`config.mk`:
```
export PLATFORM = sky130hd
export DESIGN_NAME = sensor_frame_receiver_core
export DESIGN_NICKNAME = d
export VERILOG_FILES = /design/src/rtl/core/sfr_pkg.sv /design/src/rtl/core/sfr_parser.sv /design/src/rtl/core/sfr_out_reg.sv /design/src/rtl/core/sensor_frame_receiver_core.sv
export SDC_FILE = /design/constraint.sdc
export NUM_CORES = 1
export LEC_CHECK = 0
export ABC_AREA = 1
export BUFFER_PORTS_ARGS = -buffer_cell sky130_fd_sc_hd__buf_2
export CAP_MARGIN = 40
export CORE_MARGIN = 10
export CORE_UTILIZATION = 25
export DETAILED_ROUTE_END_ITERATION = 16
export GPL_TIMING_DRIVEN = 0
export PLACE_DENSITY = 0.49
export SETUP_SLACK_MARGIN = 0.2
export SLEW_MARGIN = 20
export SYNTH_ARGS = -nofsm -noshare
export SYNTH_HDL_FRONTEND = slang
export SYNTH_SLANG_ARGS = --single-unit
```
`constraint.sdc`:
```
create_clock -name clk -period 2.1 [get_ports clk]
set_input_delay 0.21 -clock clk [delete_from_list [all_inputs] [get_ports clk]]
set_output_delay 0.21 -clock clk [all_outputs]
set_load 0.01 [all_outputs]
```
`src/rtl/core/sfr_pkg.sv`:
```
`default_nettype none

package sfr_pkg;

  // Frame framing constants
  localparam logic [7:0] PREAMBLE_BYTE = 8'hAA;
  localparam logic [3:0] TYPE_REQUEST  = 4'h1;
  localparam logic [3:0] TYPE_RESPONSE = 4'h2;

  // Packed output word width: field_number plus four data bytes, padded to bytes
  localparam int unsigned OUT_DATA_BITS = 40;

  typedef enum logic [1:0] {
    MODE_HUNT    = 2'd0,
    MODE_HEADER  = 2'd1,
    MODE_PAYLOAD = 2'd2,
    MODE_DISCARD = 2'd3
  } frame_mode_t;

  typedef struct packed {
    logic       field_valid;
    logic       frame_end;
    logic [1:0] field_number;
    logic [7:0] sensor_id;
    logic [7:0] bus_address;
    logic [7:0] register_address;
    logic [7:0] register_value;
  } result_t;

endpackage

`default_nettype wire

```
`src/rtl/core/sfr_parser.sv`:
```
`default_nettype none

module sfr_parser (
  input  wire logic            clk,
  input  wire logic            rst_n,
  input  wire logic            accept,
  input  wire logic [7:0]      rx_byte,
  output sfr_pkg::result_t     result,
  output logic                 result_hit
);

  sfr_pkg::frame_mode_t mode_r, mode_nxt;
  logic [3:0] bytes_left_r, bytes_left_nxt;
  logic [1:0] byte_in_field_r, byte_in_field_nxt;
  logic [1:0] field_count_r, field_count_nxt;
  logic [7:0] held_id_r, held_id_nxt;
  logic [7:0] held_bus_r, held_bus_nxt;
  logic [7:0] held_reg_r, held_reg_nxt;

  logic [3:0] kind;
  logic [3:0] len;
  logic       last;

  assign kind = rx_byte[7:4];
  assign len  = rx_byte[3:0];
  assign last = (bytes_left_r <= 4'd1);

  // Next state and result for the current word
  always_comb begin
    mode_nxt          = mode_r;
    bytes_left_nxt    = bytes_left_r;
    byte_in_field_nxt = byte_in_field_r;
    field_count_nxt   = field_count_r;
    held_id_nxt       = held_id_r;
    held_bus_nxt      = held_bus_r;
    held_reg_nxt      = held_reg_r;
    result            = '0;
    result_hit        = 1'b0;

    case (mode_r)
      sfr_pkg::MODE_HUNT: begin
        if (rx_byte == sfr_pkg::PREAMBLE_BYTE) begin
          mode_nxt = sfr_pkg::MODE_HEADER;
        end
      end
      sfr_pkg::MODE_HEADER: begin
        byte_in_field_nxt = 2'd0;
        field_count_nxt   = 2'd0;
        bytes_left_nxt    = len;
        if (kind == sfr_pkg::TYPE_REQUEST) begin
          mode_nxt = sfr_pkg::MODE_DISCARD;
        end else if (kind == sfr_pkg::TYPE_RESPONSE && len != 4'd0) begin
          mode_nxt = sfr_pkg::MODE_PAYLOAD;
        end else begin
          mode_nxt = sfr_pkg::MODE_HUNT;
        end
      end
      sfr_pkg::MODE_PAYLOAD: begin
        // Collect bytes; the fourth completes a field
        case (byte_in_field_r)
          2'd0: held_id_nxt  = rx_byte;
          2'd1: held_bus_nxt = rx_byte;
          2'd2: held_reg_nxt = rx_byte;
          default: begin
            result_hit              = 1'b1;
            result.field_valid      = 1'b1;
            result.frame_end        = last;
            result.field_number     = field_count_r;
            result.sensor_id        = held_id_r;
            result.bus_address      = held_bus_r;
            result.register_address = held_reg_r;
            result.register_value   = rx_byte;
            field_count_nxt         = field_count_r + 2'd1;
          end
        endcase
        if (last) begin
          // Frame ends mid-field: flag end with no field
          if (byte_in_field_r != 2'd3) begin
            result_hit       = 1'b1;
            result.frame_end = 1'b1;
          end
          bytes_left_nxt    = 4'd0;
          byte_in_field_nxt = 2'd0;
          field_count_nxt   = 2'd0;
          mode_nxt          = sfr_pkg::MODE_HUNT;
        end else begin
          bytes_left_nxt    = bytes_left_r - 4'd1;
          byte_in_field_nxt = byte_in_field_r + 2'd1;
        end
      end
      default: begin
        mode_nxt = sfr_pkg::MODE_HUNT;
      end
    endcase
  end

  // Advance state on each accepted word
  always_ff @(posedge clk) begin
    if (!rst_n) begin
      mode_r          <= sfr_pkg::MODE_HUNT;
      bytes_left_r    <= 4'd0;
      byte_in_field_r <= 2'd0;
      field_count_r   <= 2'd0;
      held_id_r       <= 8'd0;
      held_bus_r      <= 8'd0;
      held_reg_r      <= 8'd0;
    end else if (accept) begin
      mode_r          <= mode_nxt;
      bytes_left_r    <= bytes_left_nxt;
      byte_in_field_r <= byte_in_field_nxt;
      field_count_r   <= field_count_nxt;
      held_id_r       <= held_id_nxt;
      held_bus_r      <= held_bus_nxt;
      held_reg_r      <= held_reg_nxt;
    end
  end

endmodule

`default_nettype wire

```
`src/rtl/core/sfr_out_reg.sv`:
```
`default_nettype none

module sfr_out_reg (
  input  wire logic              clk,
  input  wire logic              rst_n,
  input  wire logic              load,
  input  wire sfr_pkg::result_t  result,
  input  wire logic              take,
  output logic                   valid,
  output sfr_pkg::result_t       held
);

  logic             valid_r, valid_nxt;
  sfr_pkg::result_t data_r;

  // Fill on a new result, drain when the word is taken
  always_comb begin
    valid_nxt = valid_r;
    if (load) begin
      valid_nxt = 1'b1;
    end else if (take) begin
      valid_nxt = 1'b0;
    end
  end

  always_ff @(posedge clk) begin
    if (!rst_n) begin
      valid_r <= 1'b0;
    end else begin
      valid_r <= valid_nxt;
    end
  end

  // Payload needs no reset
  always_ff @(posedge clk) begin
    if (load) begin
      data_r <= result;
    end
  end

  assign valid = valid_r;
  assign held  = data_r;

endmodule

`default_nettype wire

```
`src/rtl/core/sensor_frame_receiver_core.sv`:
```
// Sensor frame receiver.
// Input stream: one received serial byte per word on in_tdata. The block hunts
// for the preamble, reads the header (type in the high nibble, payload length
// in the low nibble) and groups response payloads into four-byte datafields.
// Output stream: one word per completed datafield, or an end marker with
// field_valid low when a frame ends mid-field. out_tlast marks the word made
// by the last payload byte of the frame; out_tuser carries field_valid.
// Timing: a result is registered and appears on the output in the cycle after
// the byte that makes it is accepted. Throughput: one byte per cycle while
// in_tready is high; the parser state update feeds one output register.
// Stall: in_tready stays high while the output register is empty or being
// taken in the same cycle; a stalled out_tready holds the word and blocks
// new bytes only while that word is waiting.
// Reset (rst_n low, synchronous): parser returns to preamble hunt and the
// output register is emptied.
`default_nettype none

module sensor_frame_receiver_core (
  input  wire logic                              clk,
  input  wire logic                              rst_n,
  input  wire logic                              in_tvalid,
  output logic                                   in_tready,
  input  wire logic [7:0]                        in_tdata,   // [7:0] rx_byte
  output logic                                   out_tvalid,
  input  wire logic                              out_tready,
  // [1:0] field_number, [9:2] sensor_id, [17:10] bus_address,
  // [25:18] register_address, [33:26] register_value, [39:34] zero
  output logic [sfr_pkg::OUT_DATA_BITS-1:0]      out_tdata,
  output logic                                   out_tlast,  // frame_end
  output logic [0:0]                             out_tuser   // [0] field_valid
);

  logic             accept;
  logic             take;
  logic             result_hit;
  sfr_pkg::result_t result;
  sfr_pkg::result_t held;

  assign take      = out_tvalid & out_tready;
  assign in_tready = !out_tvalid || out_tready;
  assign accept    = in_tvalid & in_tready;

  sfr_parser u_parser (
    .clk        (clk),
    .rst_n      (rst_n),
    .accept     (accept),
    .rx_byte    (in_tdata),
    .result     (result),
    .result_hit (result_hit)
  );

  sfr_out_reg u_out_reg (
    .clk    (clk),
    .rst_n  (rst_n),
    .load   (accept & result_hit),
    .result (result),
    .take   (take),
    .valid  (out_tvalid),
    .held   (held)
  );

  // Pack the held result onto the stream word
  assign out_tdata    = {6'd0, held.register_value, held.register_address,
                         held.bus_address, held.sensor_id, held.field_number};
  assign out_tlast    = held.frame_end;
  assign out_tuser[0] = held.field_valid;

endmodule

`default_nettype wire
```
# Word level (Yosys, flattened, before mapping)
# Index checks and enable logic that the tools add are counted.
[word_totals]
register_bits = 71
output_inout_bits = 44
word_cells = 71
[classes]
n_addsub = 3
order_cmp = 1
eq_ne = 11
mux = 21
n_bitwise = 4
reduce_logical = 16
[op_table]
columns = ["cell", "n"]
rows = [
  ["2-to-1 mux 36 bit", 1],
  ["AND reduction 3 bit", 5],
  ["2-to-1 mux 2 bit", 7],
  ["== test 8 bit, second input constant", 1],
  ["2-to-1 mux 1 bit", 8],
  ["case mux 2 bit (2 select lines)", 2],
  ["case mux 4 bit (2 select lines)", 1],
  ["case mux 2 bit (3 select lines)", 1],
  ["adder 2 x 1 -> 2 bit, second input constant", 2],
  ["== test 2 x 1 -> 1 bit, second input constant", 2],
  ["== test 2 bit, second input constant", 2],
  ["== test 4 x 1 -> 1 bit, second input constant", 1],
  ["== test 4 x 2 -> 1 bit, second input constant", 1],
  ["less-or-equal comparator 4 x 1 -> 1 bit, second input constant", 1],
  ["zero test 2 bit", 2],
  ["2-to-1 mux 4 bit", 1],
  ["inequality test 2 x 1 -> 1 bit, second input constant", 2],
  ["nonzero test 2 bit", 2],
  ["nonzero test 4 bit", 1],
  ["OR reduction 4 bit", 1],
  ["subtractor 4 x 1 -> 4 bit, second input constant", 1],
  ["AND 1 bit", 3],
  ["inequality test 3 x 2 -> 1 bit, second input constant", 1],
  ["OR reduction 3 bit", 1],
  ["other kinds (6)", 6],
]

# Longest topological paths before layout
[depth]
depth_word = 8
depth_mapped = 11
depth_no_buf = 11

# Hierarchy
# A second synthesis with hierarchy kept.
[hier_totals]
cells_unflattened = 329
hier_area_um2 = 3079.2
[by_module_without_submodules]
columns = ["module", "n_inst", "cells_per_inst", "area_each_um2", "seq_area_each_um2"]
rows = [
  ["sfr_parser", 1, 272, 1868.0, 680.7],
  ["sfr_out_reg", 1, 42, 1124.8, 1101.1],
  ["sensor_frame_receiver_core", 1, 15, 86.3, 0.0],
]

# Worst setup path before layout
# OpenSTA, ideal clock, no wires.
[synth_path]
kind = "flip-flop to flip-flop"
start = "register u_parser.bytes_left_r[0]"
end = "register u_out_reg.data_r, in the netlist u_out_reg.held[0] (enable)"
setup_time_ns = 0.391
arrival_time_ns = 1.688
required_ns = 1.709
path_slack_ns = 0.021
path_stages_with_launch = 9
path_buffers = 0
synth_period_minus_slack_ns = 2.079
cell_sequence = "dfxtp_1 > inv_1 > ha_1 > inv_1 > nand2_1 > nand2_1 > o21ai_0 > nand2_1 > inv_1"
[synth_between]
elab_chain_cells = 4
[synth_lines]
columns = ["element", "line_no", "source"]
rows = [
  ["start: declaration", "sfr_parser.sv:13", "logic [3:0] bytes_left_r, bytes_left_nxt;"],
  ["start signal: assignment", "sfr_parser.sv:109", "bytes_left_r <= bytes_left_nxt;"],
  ["less-or-equal comparator 4 x 1 -> 1 bit", "sfr_parser.sv:26", "assign last = (bytes_left_r <= 4'd1);"],
  ["2-to-1 mux 1 bit", "sfr_parser.sv:76", "if (last) begin"],
  ["2-to-1 mux 1 bit", "sfr_parser.sv:40", "case (mode_r)"],
  ["AND 1 bit", "sensor_frame_receiver_core.sv:55", ".load (accept & result_hit),"],
  ["net u_out_reg.load", "sfr_out_reg.sv:6", "input wire logic load,"],
  ["end signal: assignment", "sfr_out_reg.sv:37", "data_r <= result;"],
  ["end: declaration", "sfr_out_reg.sv:14", "sfr_pkg::result_t data_r;"],
]
# The timed path passes the listed nets, and every way through them passes these cells.
# A chain may end at the register's enable or synchronous reset.

# Final worst setup path
[layout_path]
start = "register u_parser.byte_in_field_r[0]"
end = "register u_out_reg.data_r, in the netlist u_out_reg.held[15] (data pin)"
[layout_between]
elab_chain_cells = 2
word_cells_on_any_way = 4
classes_between = "2 x eq/ne; 2 x reduce/logical"
[layout_lines]
columns = ["element", "line_no", "source"]
rows = [
  ["start: declaration", "sfr_parser.sv:14", "logic [1:0] byte_in_field_r, byte_in_field_nxt;"],
  ["start signal: assignment", "sfr_parser.sv:110", "byte_in_field_r <= byte_in_field_nxt;"],
  ["== test 2 x 1 -> 1 bit (tied with other cells)", "sfr_parser.sv:60", "case (byte_in_field_r)"],
  ["OR reduction 4 bit (no source line) *", "-", ""],
]
# Every way passes the cells marked *; elsewhere a longest branch is shown, timed or not.

==> impl_metrics.csv <==
group,metric,value,unit
final_layout,final.fill_count,1345,
sta,fin_worst_hold_slack,0.2510,ns
drt,route.detailed.wl_per_inst,12.93,um
logic_synthesis,post_synth_inst_count,318,
logic_synthesis,number_of_enable_flip_flop_cells_after_synthesis,36,
drt,wl_met3,362,um
pwr,power_density,820.1,nW/um^2
die,die-area,17820,sq um
cts,worstSkewPairLatency,0.33,ns
die,die_width,133.5,um
min_path,hp-class,"input port to flop",
sta,timing_max_transition_violations_final,0,
job,max_cap_viol_count,0,
logic_synthesis,synth.area.mux_share,0,%
sta,setup_repair_after_global_routing_missed_its_margin,"yes",
global_route,antenna_found_initial,0,
worst_setup_path,worst_setup_end_kind,"flop",
logic_synthesis,synth_sequential_area_ratio,55.34,%
min_path,hold_path_end,"u_out_reg.valid$_SDFFE_PN0P_",
drt,dr_vias,2185,
die,floorplan.initialDensity,25.51,%
cts,clk_pin_slew,0.06,ns
drt,dr.pass1.iters,4,
worst_setup_path,worstPathArrival,1.95,ns
drt,drc_errors,0,
place,hpwlAfterDp,5307,um
logic_synthesis,synth-async-reset-ratio,0,%
logic_synthesis,synth_simple_gate_area_share,18.66,%
global_route,grt_pass1_wl,11630,um
pwr,max-vdd-ir-drop,0.3794,mV
logic_synthesis,synth-adder-area-share,3.887,%
die,io_pins,56,
global_route,number_of_global_route_vias_before_repair,2218,
place,finalWeightedCongestion,0.8309,
global_route,grt_start_max_net_pins,19,
logic_synthesis,synth_compound_gate_area_share,11.04,%
sta,setup_violations,0,
final_layout,layout.cells.most_common,"sky130_fd_sc_hd__inv_1",
global_route,total_grt_usage,8.437,%
drt,total_wirelength_of_the_detailed_routed_design,7281,um
drt,number_of_violations_reported_at_the_end_of_detailed_routing_iteration_0,112,
worst_setup_path,critical_register_to_register_path_endpoint,"u_out_reg.held[15]$_SDFFCE_PP0P_",
worst_setup_path,required,2.30,ns
sta,period_utilisation_layout,83.25,%
cts,cts.sinks,71,
cts,tritoncts,"yes",
pwr,leakage,0.001553,uW
cts,htree_num_levels,3,
place,place_area,3700,sq um
drt,met2RoutedLength,3609,um
drt,wl_met1,3132,um
cts,cts-root-buf,"sky130_fd_sc_hd__clkbuf_16",
sta,fmax,0.5720,GHz
outcome,run_status,"complete, no violations",
drt,antenna_violating_nets_post_route,0,
final_layout,diodes,0,
final_layout,layout.cells.most_common_list,"54 x sky130_fd_sc_hd__inv_1, 51 x sky130_fd_sc_hd__buf_2, 36 x sky130_fd_sc_hd__edfxtp_1",
final_layout,final_area,4056,sq um
final_layout,area.growth.synth_to_final,26.00,%
logic_synthesis,yosysWarningCount,0,
sta,fin_worst_skew,0.004450,ns
final_layout,final_nets,408,
cts,cts_buffers,9,
worst_setup_path,worst-setup-path-type,"flop to flop",
logic_synthesis,top_reg_cell_synth,"sky130_fd_sc_hd__edfxtp_1",
worst_setup_path,worstSetupStartpointType,"flop",
worst_setup_path,timing.rr.start,"u_parser.byte_in_field_r[0]$_SDFFE_PN0P_",
cts,clock_path_buffers,2,
logic_synthesis,combinational_family_with_the_most_area_after_synthesis,"simple AND/OR/NAND/NOR gates",
worst_setup_path,critical_path.max_fanout,10,
min_path,hold_path.startpoint,"out_tready",
die,die_h,133.5,um
global_route,grt-ovfl-total,0,
sta,finalHoldViolCount,0,
worst_setup_path,worstRegToRegCells,6,
die,placeableCoreArea,12620,sq um
sta,finalCriticalPeriod,1.748,ns
worst_setup_path,r2r_slack,0.35,ns
logic_synthesis,post_synthesis_xor_xnor_area_fraction,0,%
min_path,worst_hold_path.num_cells,4,
logic_synthesis,synthesis.area,3219,sq um
logic_synthesis,syn-mean-instance-area,10.12,sq um
logic_synthesis,synthDistinctLibCells,25,
drt,viasPerCell,3.881,
place,buffer_ports.inserted,48,
drt,route.top_layer_used,"met4",
die,placement_rows,41,
logic_synthesis,ys_ff_latch,71,
final_layout,drive_above_1_share,29.92,%
-- worst max-delay path, cell delays in order (launching register included) --
cell	delay, ns
sky130_fd_sc_hd__dfxtp_1	0.40
sky130_fd_sc_hd__inv_1	0.12
sky130_fd_sc_hd__ha_1	0.31
sky130_fd_sc_hd__or3_1	0.38
sky130_fd_sc_hd__buf_6	0.16
sky130_fd_sc_hd__buf_12	0.16
sky130_fd_sc_hd__nor2_4	0.08
-- how the worst max path moves through the flow --
stage,startpoint,to,slack (ns),cells past startpoint
2_1_floorplan,u_parser.bytes_left_r[0]$_SDFFE_PN0P_,u_out_reg.held[0]$_SDFFCE_PP0P_,0.21,8
3_3_place_gp,u_parser.bytes_left_r[0]$_SDFFE_PN0P_,u_out_reg.held[29]$_SDFFCE_PP0P_,-0.15,8
3_5_place_dp,u_parser.bytes_left_r[0]$_SDFFE_PN0P_,u_out_reg.held[27]$_SDFFCE_PP0P_,-0.22,8
4_1_cts,u_parser.mode_r[0]$_SDFFE_PN0P_,u_out_reg.held[2]$_SDFFCE_PP0P_,0.27,7
5_1_grt,u_parser.mode_r[0]$_SDFFE_PN0P_,u_parser.held_reg_r[5]$_SDFFE_PN0P_,0.17,8
6_report,u_parser.byte_in_field_r[0]$_SDFFE_PN0P_,u_out_reg.held[15]$_SDFFCE_PP0P_,0.35,6
-- where the power goes --
| group | internal (uW) | switching, uW |
|---|---|---|
| registers | 1490 | 14.0 |
| logic | 87.0 | 180 |
| clock network | 981 | 574 |
| total | 2560 | 768 |
-- synthesized netlist by cell type, types with 2 or more instances --
cell type | instances | share of area (%)
sky130_fd_sc_hd__inv_1 | 55 | 6.4
sky130_fd_sc_hd__edfxtp_1 | 36 | 34
sky130_fd_sc_hd__a21oi_1 | 35 | 5.4
sky130_fd_sc_hd__dfxtp_1 | 35 | 22
sky130_fd_sc_hd__o21ai_0 | 33 | 5.1
sky130_fd_sc_hd__nand2_1 | 31 | 3.6
sky130_fd_sc_hd__nor2_4 | 30 | 10
sky130_fd_sc_hd__nor2_1 | 22 | 2.6
sky130_fd_sc_hd__ha_1 | 10 | 3.9
sky130_fd_sc_hd__buf_4 | 6 | 1.4
sky130_fd_sc_hd__nand3_1 | 6 | 0.93
sky130_fd_sc_hd__buf_12 | 3 | 1.9
sky130_fd_sc_hd__buf_2 | 3 | 0.47
sky130_fd_sc_hd__clkbuf_1 | 2 | 0.23
-- layout make-up --
type / count / area, sq um / area share, %
inverters: 56 / 214.0 / 5.275
well taps: 172 / 215.2 / 5.305
multi-input cells: 180 / 1111 / 27.39
clock buffers: 11 / 252.7 / 6.231
repair buffers: 51 / 275.3 / 6.786
flip-flops and latches: 71 / 1782 / 43.92
clock inverters: 5 / 56.30 / 1.388
plain buffers: 16 / 142.6 / 3.516
repair inverters: 1 / 7.507 / 0.1851
-- through the flow --
step / instances / worst slack (ns) / util (%) / setup TNS, ns / power (uW)
5_1_grt: 563 / 0.1687 / 32.14 / 0 / 3464
3_3_place_gp: 543 / -0.1455 / 29.32 / -5.172 / 1785
3_5_place_dp: 543 / -0.2216 / 29.32 / -7.913 / 1791
4_1_cts: 563 / 0.2711 / 32.10 / 0 / 3373
6_report: 563 / 0.3517 / 32.14 / 0 / 3327
2_1_floorplan: 323 / 0.2131 / - / 0 / 1705
-- layer usage --
metal  track usage (%)  vias up
met5                 0        -
met4             5.260        0
met3             2.368       12
met2             13.99       51
met1             9.369      978
li1                  -     1144
-- logic make-up after synthesis --
group,Yosys count
adder cells (fa/ha/maj),10
buffers and inverters,72
flip-flops,71
AO/OA/AOI/OAI,70
other,1
AND/OR/NAND/NOR,94
-- flip-flops by register name (all words and copies together) (netlist names), 2 cells and up --
name                      flops
u_parser.bytes_left_r         4
u_parser.byte_in_field_r      2
u_out_reg.held               36
u_parser.held_bus_r           8
u_parser.held_reg_r           8
u_parser.held_id_r            8
u_parser.field_count_r        2
u_parser.mode_r               2
-- what timing repair did --
action,CTS,global route
endpoints found under the setup margin,36,43
pin swaps,0,0
hold buffers,0,0
setup buffers,3,0
gates resized for setup,1,3
cloned,1,0
Power figures use the tool's default switching activity.
